File: src/acctp_pkg.sv
`timescale 1ns / 1ps
`default_nettype none

package acctp_pkg;

	localparam int AXIS_W     = 16;
	localparam int IN_W       = 3 * AXIS_W;
	localparam int PITCH_W    = 15;
	localparam int ROLL_W     = 16;
	localparam int OUT_W      = 32;
	localparam int SQ_W       = 2 * AXIS_W - 1;
	localparam int SUM_W      = 2 * AXIS_W;
	localparam int ROOT_W     = 32;
	localparam int REM_W      = ROOT_W + 2;
	localparam int NEGX_W     = AXIS_W + 1;
	localparam int FRAC_SHIFT = 16;
	localparam int CW         = 36;
	localparam int AW         = 27;
	localparam int RND_SHIFT  = 9;
	localparam int ANG_W      = AW - RND_SHIFT;
	localparam int ATAN_LEN   = 24;
	localparam int ATAN_W     = 22;

	// atan(2^-i) in 2^-16 degree
	localparam logic [ATAN_W-1:0] ATAN_TABLE [ATAN_LEN] = '{
		22'd2949120, 22'd1740967, 22'd919879, 22'd466945,
		22'd234379,  22'd117304,  22'd58666,  22'd29335,
		22'd14668,   22'd7334,    22'd3667,   22'd1833,
		22'd917,     22'd458,     22'd229,    22'd115,
		22'd57,      22'd29,      22'd14,     22'd7,
		22'd4,       22'd2,       22'd1,      22'd0
	};

	localparam logic signed [AW-1:0] DEG180_FX = 27'sd11796480;
	localparam logic signed [AW-1:0] RND_BIAS  = 27'sd256;

	localparam logic signed [ANG_W-1:0] PITCH_LIMIT = 18'sd11520;
	localparam logic signed [ANG_W-1:0] PITCH_MIN   = -18'sd11520;
	localparam logic signed [ANG_W-1:0] ROLL_LIMIT  = 18'sd23040;
	localparam logic signed [ANG_W-1:0] ROLL_MIN    = -18'sd23040;

	typedef struct packed {
		logic signed [AXIS_W-1:0] z;
		logic signed [AXIS_W-1:0] y;
		logic signed [AXIS_W-1:0] x;
	} accel_sample_t;

	typedef struct packed {
		logic signed [AXIS_W-1:0] z;
		logic signed [AXIS_W-1:0] y;
		logic signed [NEGX_W-1:0] neg_x;
	} side_t;

	typedef struct packed {
		logic [OUT_W-PITCH_W-ROLL_W-1:0] pad;
		logic signed [ROLL_W-1:0]         roll;
		logic signed [PITCH_W-1:0]        pitch;
	} tilt_result_t;

endpackage

`default_nettype wire

File: src/acctp_ofifo.sv
`timescale 1ns / 1ps
`default_nettype none

module acctp_ofifo (
	input  wire logic                     clk,
	input  wire logic                     arst_n,
	input  wire logic                     push,
	input  wire acctp_pkg::tilt_result_t  push_data,
	output logic                          room,
	output logic                          m_valid,
	input  wire logic                     m_ready,
	output acctp_pkg::tilt_result_t       m_data
);

	localparam int DEPTH = 2;

	acctp_pkg::tilt_result_t mem_q [DEPTH];
	logic                    wr_ptr_q;
	logic                    rd_ptr_q;
	logic [1:0]              cnt_q;
	logic                    pop;

	assign room    = (cnt_q != 2'(DEPTH));
	assign m_valid = (cnt_q != 2'd0);
	assign m_data  = mem_q[rd_ptr_q];
	assign pop     = m_valid & m_ready;

	always_ff @(posedge clk or negedge arst_n) begin
		if (!arst_n) begin
			wr_ptr_q <= 1'b0;
			rd_ptr_q <= 1'b0;
			cnt_q    <= 2'd0;
		end else begin
			if (push) begin
				wr_ptr_q <= ~wr_ptr_q;
			end
			if (pop) begin
				rd_ptr_q <= ~rd_ptr_q;
			end
			case ({push, pop})
				2'b10:   cnt_q <= cnt_q + 2'd1;
				2'b01:   cnt_q <= cnt_q - 2'd1;
				default: cnt_q <= cnt_q;
			endcase
		end
	end

	always_ff @(posedge clk) begin
		if (push) begin
			mem_q[wr_ptr_q] <= push_data;
		end
	end

endmodule

`default_nettype wire

File: config.mk
export PLATFORM = sky130hd
export DESIGN_NAME = acctp_ofifo
export DESIGN_NICKNAME = d
export VERILOG_FILES = /design/src/acctp_pkg.sv /design/src/acctp_ofifo.sv
export SDC_FILE = /design/constraint.sdc
export NUM_CORES = 1
export LEC_CHECK = 0
export ABC_AREA = 0
export BUFFER_PORTS_ARGS = -buffer_cell sky130_fd_sc_hd__buf_2
export CORE_ASPECT_RATIO = 0.75
export CORE_MARGIN = 5
export CORE_UTILIZATION = 37
export DETAILED_ROUTE_END_ITERATION = 7
export GPL_TIMING_DRIVEN = 0
export MAX_ROUTING_LAYER = met4
export PLACE_DENSITY = 0.73
export SYNTH_ARGS = -nofsm -noshare
export SYNTH_HDL_FRONTEND = slang
export SYNTH_SLANG_ARGS = --single-unit
File: constraint.sdc
create_clock -name clk -period 2.15 [get_ports clk]
set_clock_uncertainty 0.2 [all_clocks]
set_input_delay 0.3225 -clock clk [delete_from_list [all_inputs] [get_ports clk]]
set_output_delay 0.3225 -clock clk [all_outputs]
set_load 0.1 [all_outputs]
==> results.txt, run 1 <==
----------------------------------------------------
[Logic synthesis]
  Commonest cells in the synthesized netlist ... sky130_fd_sc_hd__edfxtp_1 (64), sky130_fd_sc_hd__mux2_2 (30), sky130_fd_sc_hd__buf_6 (4), sky130_fd_sc_hd__dfrtp_1 (4), sky130_fd_sc_hd__xor2_1 (3)
  Cells after Synth ... 117
  Dominant cell type by area after synthesis ... sky130_fd_sc_hd__edfxtp_1
  Flop and latch count out of synthesis ... 68
  Number of different library cells in the post-synthesis netlist ... 14
  Async set-reset flop share out of synthesis ... 0.0588
  Cell types with the largest area share after synthesis ... sky130_fd_sc_hd__edfxtp_1 (76%), sky130_fd_sc_hd__mux2_2 (13%), sky130_fd_sc_hd__dfrtp_1 (4.0%)
  Mean cell area of the mapped netlist ... 21.6 sq um
  Count of flip-flops with a built-in enable after synthesis ... 64
  Synth Net Count ... 154
  Leading cell type by number of instances after synthesis ... sky130_fd_sc_hd__edfxtp_1
  Post-synthesis instance area ... 2520 sq um
  Post-synth top area share ... 0.761
  Register area share after synthesis ... 0.801
  Count of yosys warnings during synthesis ... 0
  Prevailing post-synth register cell ... sky130_fd_sc_hd__edfxtp_1

[Die]
  Number of placement rows ... 26
  Starting Density ... 0.375
  Die Outline Area ... 8590 sq um
  Top Ports ... 70
  Horizontal extent of the die ... 105 microns
  Floorplan Core Area ... 6730 sq um
  Vertical die dimension ... 81.5 microns

[Timing]
  Final min period ... 2.07 ns
  Endpoints failing setup ... 0
  Peak Freq ... 483 MHz
  Transition time at the pin with the least slew margin ... 0.804 ns
  Final Hold Violating Endpoints ... 0
  Max-slew violation count ... 0
  Unrepaired setup endpoints after global routing ... no
  Max-slew headroom at the worst pin ... 0.464
  Final period util ... 0.963

[Placement]
  Final weighted congestion in routability-driven placement ... 0.669
  Number of cells after detailed placement ... 271
  Post-DP HPWL ... 3.03 mm
  Count of buffers inserted at the top-level ports ... 69

[GRT]
  Overflow after GRT ... 0
  GRT Resource Usage Total ... 0.124
  Via count of the first global-routing pass ... 1,630
  First-pass GRT wire length ... 7.61 mm
  Number of antenna violations at the first check in global routing ... 0
  Pin count of the biggest net entering global routing ... 33

[Route]
  Final Routed Wirelength ... 4.83 mm
  Average wire per cell in the routed design ... 15.0 microns
  Initial drt markers ... 28
  Number of iterations in the first detailed-routing pass ... 4
  Count of unresolved DRC violations after routing ... 0
  Total via count after detailed routing ... 1,431
  Routed Antenna Nets ... 0
  Number of vias per cell after detailed routing ... 4.46

[Layout]
  P&R area growth vs syn ... 44.4%
  Proportion of layout cells with a drive suffix above 1 ... 0.519
  Antenna fix cells ... 0
  Number of filler cells placed in the layout ... 545
  Final Net Count ... 269
  Number of standard cells in the layout, taps in and fillers out ... 321

[Critical path]
  Length in cells of the worst reg-to-reg path ... 5
  Required time at the endpoint of the critical path ... 1.63 ns
  Worst reg2reg path startpoint ... cnt_q[0]$_DFFE_PN0P_
  Worst setup SP type ... register
  Critical Path Fanout Max ... 10
  Register-to-register setup slack ... 0.42 ns
  Critical path arrival ... 1.55 ns
  Type of destination of the critical path ... output pin
  Worst R2R End ... cnt_q[1]$_DFFE_PN0P_
  Path type of the worst setup path ... register to output pin

[Clock network]
  CTS root buf ... sky130_fd_sc_hd__clkbuf_8
  Clock tree sinks ... 68
  CTS tree ... done
  Clk buf depth ... 2
  CTS buffer count ... 9
  H-tree depth ... 3
  Later-pin clock latency in the skew report ... 0.34 ns
  Worst-path clk slew ... 0.07 ns

[Run]
  Max-cap viol count ... 0

[Min path]
  Worst hold path type ... input pin to register
  Source of the worst hold timing path ... m_ready
  Hold endpoint ... rd_ptr_q$_DFFE_PN0P_
  Hold-critical path depth ... 3

[Run status]
  Outcome ... finished, final reports clean

----------------------------------------------------
==> logic make-up (layout without fill, tap and decap cells) <==
kind of cell,after synthesis,after routing,synth area share
adders and majority gates,1,1,0.00495
xor gates and xnor gates,5,5,0.0173
buffers and inverters,5,125,0.0193
and+or+nand+nor,6,6,0.0149
muxes,32,32,0.143
DFF,68,68,0.801
==> worst max-delay path, cell delays in order, from the launching register on <==
cell and delay [ns]:
sky130_fd_sc_hd__dfrtp_1 0.35, sky130_fd_sc_hd__buf_6 0.13, sky130_fd_sc_hd__buf_6 0.15, sky130_fd_sc_hd__mux2_2 0.35, sky130_fd_sc_hd__buf_4 0.24
==> repair_timing <==
| action | CTS | global route |
|---|---|---|
| gates cloned | 0 | 0 |
| endpoints found under the setup margin | 28 | 9 |
| hold buffers | 34 | 0 |
| gates resized for setup | 28 | 10 |
| endpoints found under the hold margin | 69 | 0 |
| setup buffers | 0 | 0 |
==> placed cells by master (no fill, tap or decap), drive strengths merged <==
master and count:
buf 74, edfxtp 64, dlygate4sd3 34, mux2 32
clkbuf 9, dfrtp 4, clkinv 4, xor2 3
xnor2 2, clkinvlp 2, and2 2, nor2 2
or2 1, inv 1, nand2b 1, ha 1
bufinv 1
==> per-stage QoR <==
step	TNS [ns]	utilization	cell area (sq um)	hold WS, ns	setup slack, ns
floorplan	0	-	2530	-0.173	0.245
global placement	-11.60	0.442	2980	-0.0635	-0.261
detailed placement	0	0.447	3010	-0.0592	0.330
CTS	0	0.537	3610	0.0716	0.000895
global route	0	0.541	3650	0.0629	0.000538
finish	0	0.541	3650	0.0977	0.0803
==> registers in the layout, summed over array words and instances (netlist names) <==
signal and count:
cnt_q 2, mem_q 64, rd_ptr_q 1, wr_ptr_q 1
==> worst max path at each step <==
| stage | start | to | slack, ns | depth (start not counted) |
|---|---|---|---|---|
| after floorplan | rd_ptr_q$_DFFE_PN0P_ | m_data[18] | 0.24 | 3 |
| after CTS | rd_ptr_q$_DFFE_PN0P_ | m_data[29] | 0.0009 | 4 |
| final | rd_ptr_q$_DFFE_PN0P_ | m_data[21] | 0.08 | 4 |
| after global placement | push | mem_q[0][7]$_DFFE_PP_ | -0.26 | 3 |
| after global routing | rd_ptr_q$_DFFE_PN0P_ | m_data[21] | 0.0005 | 4 |
| after detailed placement | rd_ptr_q$_DFFE_PN0P_ | m_data[6] | 0.33 | 4 |
==> layer usage <==
metal | global-route usage | share of wire
met1 | 0.126 | 0.40
met5 | - | 0
met3 | 0.0558 | 0.071
met4 | 0.0498 | 0.011
met2 | 0.214 | 0.52
==> cell type report <==
class / count / area (sq um) / area share
plain buffers: 4 / 45.0 / 0.0124
flip-flops and latches: 68 / 2020 / 0.555
inverters: 1 / 3.75 / 0.00103
well taps: 84 / 105 / 0.0288
repair buffers: 104 / 816 / 0.224
clock inverters: 7 / 67.6 / 0.0185
clock buffers: 9 / 124 / 0.0340
multi-input cells: 44 / 463 / 0.127
Power of run 1 is left out: the tool's default activity adds up to more than one toggle a clock period on the data nets, which glitch-free logic cannot reach.
==> run 2, diff against run 1 <==
--- a/config.mk
+++ b/config.mk
@@ -7,7 +7,6 @@
 export LEC_CHECK = 0
 export ABC_AREA = 0
 export BUFFER_PORTS_ARGS = -buffer_cell sky130_fd_sc_hd__buf_2
-export CORE_ASPECT_RATIO = 0.75
 export CORE_MARGIN = 5
 export CORE_UTILIZATION = 37
 export DETAILED_ROUTE_END_ITERATION = 7
==> run 2 against run 1 <==
  * Die area decreased by 0.19%
  * Worst hold slack worse by 0.010 ns
  * Critical path depth unchanged
  * Worst setup slack better by 0.0075 ns
  * Routed wire length increased by 5.2%
  * Global-route usage grew 0.19 points
  * Maximum frequency increased by 0.36%
  * First-iteration DRC count up 18%
  * Cell count shrank 1.2%
  * Cell area grew 1.5%
  * Count of clock-buffer cells in the layout is the same
  * Largest cell class unchanged
  * Highest routed layer unchanged
==> results.txt, run 2 (same netlist as run 1, synthesis figures left out) <==
----------------------------------------------------
[Run status]
  Outcome ... finished, final reports clean

[Layout]
  Flip-flop count of the largest register after layout ... 64 (unchanged)
  Number of standard cells in the layout, taps in and fillers out ... 317 (-1.2%)
  Most frequent cells in the layout ... sky130_fd_sc_hd__edfxtp_1 (64), sky130_fd_sc_hd__buf_2 (40), sky130_fd_sc_hd__dlygate4sd3_1 (34)
  Top flop regs ... mem_q x64, cnt_q x2
  P&R area growth vs syn ... 46.6%
  Post-layout util ... 0.551 (+0.00940)
  Largest register by flop count ... mem_q
  Proportion of layout cells with a drive suffix above 1 ... 0.515 (-0.00422)
  Final Net Count ... 269 (unchanged)
  Most common cell after layout, fill and taps aside ... sky130_fd_sc_hd__edfxtp_1
  Antenna fix cells ... 0 (unchanged)

[Timing]
  Final Hold Violating Endpoints ... 0 (unchanged)
  Final worst hold slack ... 0.0875 ns (-0.0102 ns)
  Final min period ... 2.06 ns (-0.00751 ns)
  Peak Freq ... 485 MHz (+0.36%)
  Final period util ... 0.959 (-0.00349)
  Max-slew violation count ... 0 (unchanged)
  Transition time at the pin with the least slew margin ... 0.798 ns (-0.00611 ns)
  Max-slew headroom at the worst pin ... 0.468 (+0.00407)
  Endpoints failing setup ... 0 (unchanged)

[Placement]
  Final weighted congestion in routability-driven placement ... 0.679 (+1.5%)
  Post-DP HPWL ... 2.94 mm (-3.1%)
  Number of cells after detailed placement ... 267 (-1.5%)
  Count of buffers inserted at the top-level ports ... 69 (unchanged)

[GRT]
  Number of antenna violations at the first check in global routing ... 0 (unchanged)
  Via count of the first global-routing pass ... 1,561 (-4.2%)
  First-pass GRT wire length ... 7.80 mm (+2.5%)
  Overflow after GRT ... 0 (unchanged)
  GRT Resource Usage Total ... 0.126 (+0.00186)
  Pin count of the biggest net entering global routing ... 33 (unchanged)

[Critical path]
  Critical path arrival ... 1.54 ns (about the same)
  Cell mode on critical path ... sky130_fd_sc_hd__buf_6
  Critical Path Fanout Max ... 10 (unchanged)
  Delay of the slowest cell on the worst path ... 0.34 ns (about the same)
  Path type of the worst setup path ... register to output pin
  Crit path max-delay cell type ... sky130_fd_sc_hd__dfrtp_1
  Critical Path, Cell by Cell ... buf_6, buf_6, mux2_2, buf_4
  Type of destination of the critical path ... output pin
  Required time at the endpoint of the critical path ... 1.63 ns (about the same)
  Worst setup SP type ... register

[Clock network]
  H-tree depth ... 3 (unchanged)
  CTS tree ... done
  Post-CTS Setup Bufs ... 0 (unchanged)
  CTS root buf ... sky130_fd_sc_hd__clkbuf_8
  Clk buf depth ... 2 (unchanged)
  Clock tree sinks ... 68 (unchanged)
  Later-pin clock latency in the skew report ... 0.33 ns (about the same)
  Worst-path clk slew ... 0.07 ns (about the same)
  CTS buffer count ... 9 (unchanged)

[Route]
  Number of vias per cell after detailed routing ... 4.48 (+0.55%)
  Initial drt markers ... 33 (+18%)
  Average wire per cell in the routed design ... 16.0 microns (+6.5%)
  Total via count after detailed routing ... 1,421 (-0.70%)
  Number of iterations in the first detailed-routing pass ... 4 (unchanged)
  Routed Antenna Nets ... 0 (unchanged)
  Count of unresolved DRC violations after routing ... 0 (unchanged)
  Final Routed Wirelength ... 5.08 mm (+5.2%)

[Run]
  Max-cap viol count ... 0 (unchanged)

[Die]
  Die Outline Area ... 8580 sq um (-0.19%)
  Top Ports ... 70 (unchanged)
  Floorplan Core Area ... 6720 sq um (-0.22%)
  Vertical die dimension ... 92.6 microns (+14%)
  Starting Density ... 0.376 (+0.000838)
  Number of placement rows ... 30 (+15%)
  Horizontal extent of the die ... 92.6 microns (-12%)

[Min path]
  Worst hold path type ... input pin to register

----------------------------------------------------
-- run 2: through the flow --
| step | TNS (ns) | worst slack [ns] | cell area, sq um |
|---|---|---|---|
| 5_1_grt | -0.00323 | -0.00251 | 3700 |
| 6_report | 0 | 0.0878 | 3700 |
| 2_1_floorplan | 0 | 0.245 | 2530 |
| 3_5_place_dp | 0 | 0.341 | 3010 |
| 4_1_cts | 0 | 0.00273 | 3610 |
| 3_3_place_gp | -13.12 | -0.283 | 2970 |
-- run 2: layout make-up --
| type | instances | area [sq um] |
|---|---|---|
| well taps | 80 | 100 |
| repair buffers | 104 | 876 |
| plain buffers | 4 | 45.0 |
| inverters | 1 | 3.75 |
| clock inverters | 7 | 67.6 |
| fillers | 532 | 3020 |
| flip-flops and latches | 68 | 2020 |
| multi-input cells | 44 | 463 |
| clock buffers | 9 | 124 |
-- run 2: final timing paths --
check                                startpoint                   end  slack [ns]  cells after the start
setup / recovery           rd_ptr_q$_DFFE_PN0P_             m_data[0]        0.09                      4
hold / removal                          m_ready  rd_ptr_q$_DFFE_PN0P_        0.09                      3
setup reg to reg           cnt_q[0]$_DFFE_PN0P_  cnt_q[1]$_DFFE_PN0P_        0.43                      5
hold reg to reg            cnt_q[1]$_DFFE_PN0P_  cnt_q[1]$_DFFE_PN0P_        0.29                      1
max in group asynchronous                arst_n  wr_ptr_q$_DFFE_PN0P_        1.51                      2
min in group asynchronous                arst_n  rd_ptr_q$_DFFE_PN0P_        0.12                      2
-- run 2: per-layer routing --
metal  track usage  part of all wire  up-vias
met5             -                 0        -
met4        0.0513             0.013        0
met3        0.0520             0.063        9
met2         0.213              0.52       49
met1         0.132              0.40      683
li1              -                 -      680
-- run 2: repair_timing --
action / 4_1_cts / 5_1_grt
resized for setup: 27 / 28
hold buffers: 34 / 0
hold endpoints to repair: 69 / 0
gates cloned: 0 / 0
setup endpoints to repair: 27 / 24
-- run 2: worst max-delay path, delay by kind of cell (launching register included) --
family / cells / cell delay, ns
flops: 1 / 0.34
buf+inv: 3 / 0.52
mux: 1 / 0.34
Power of run 2 is left out for the same reason.
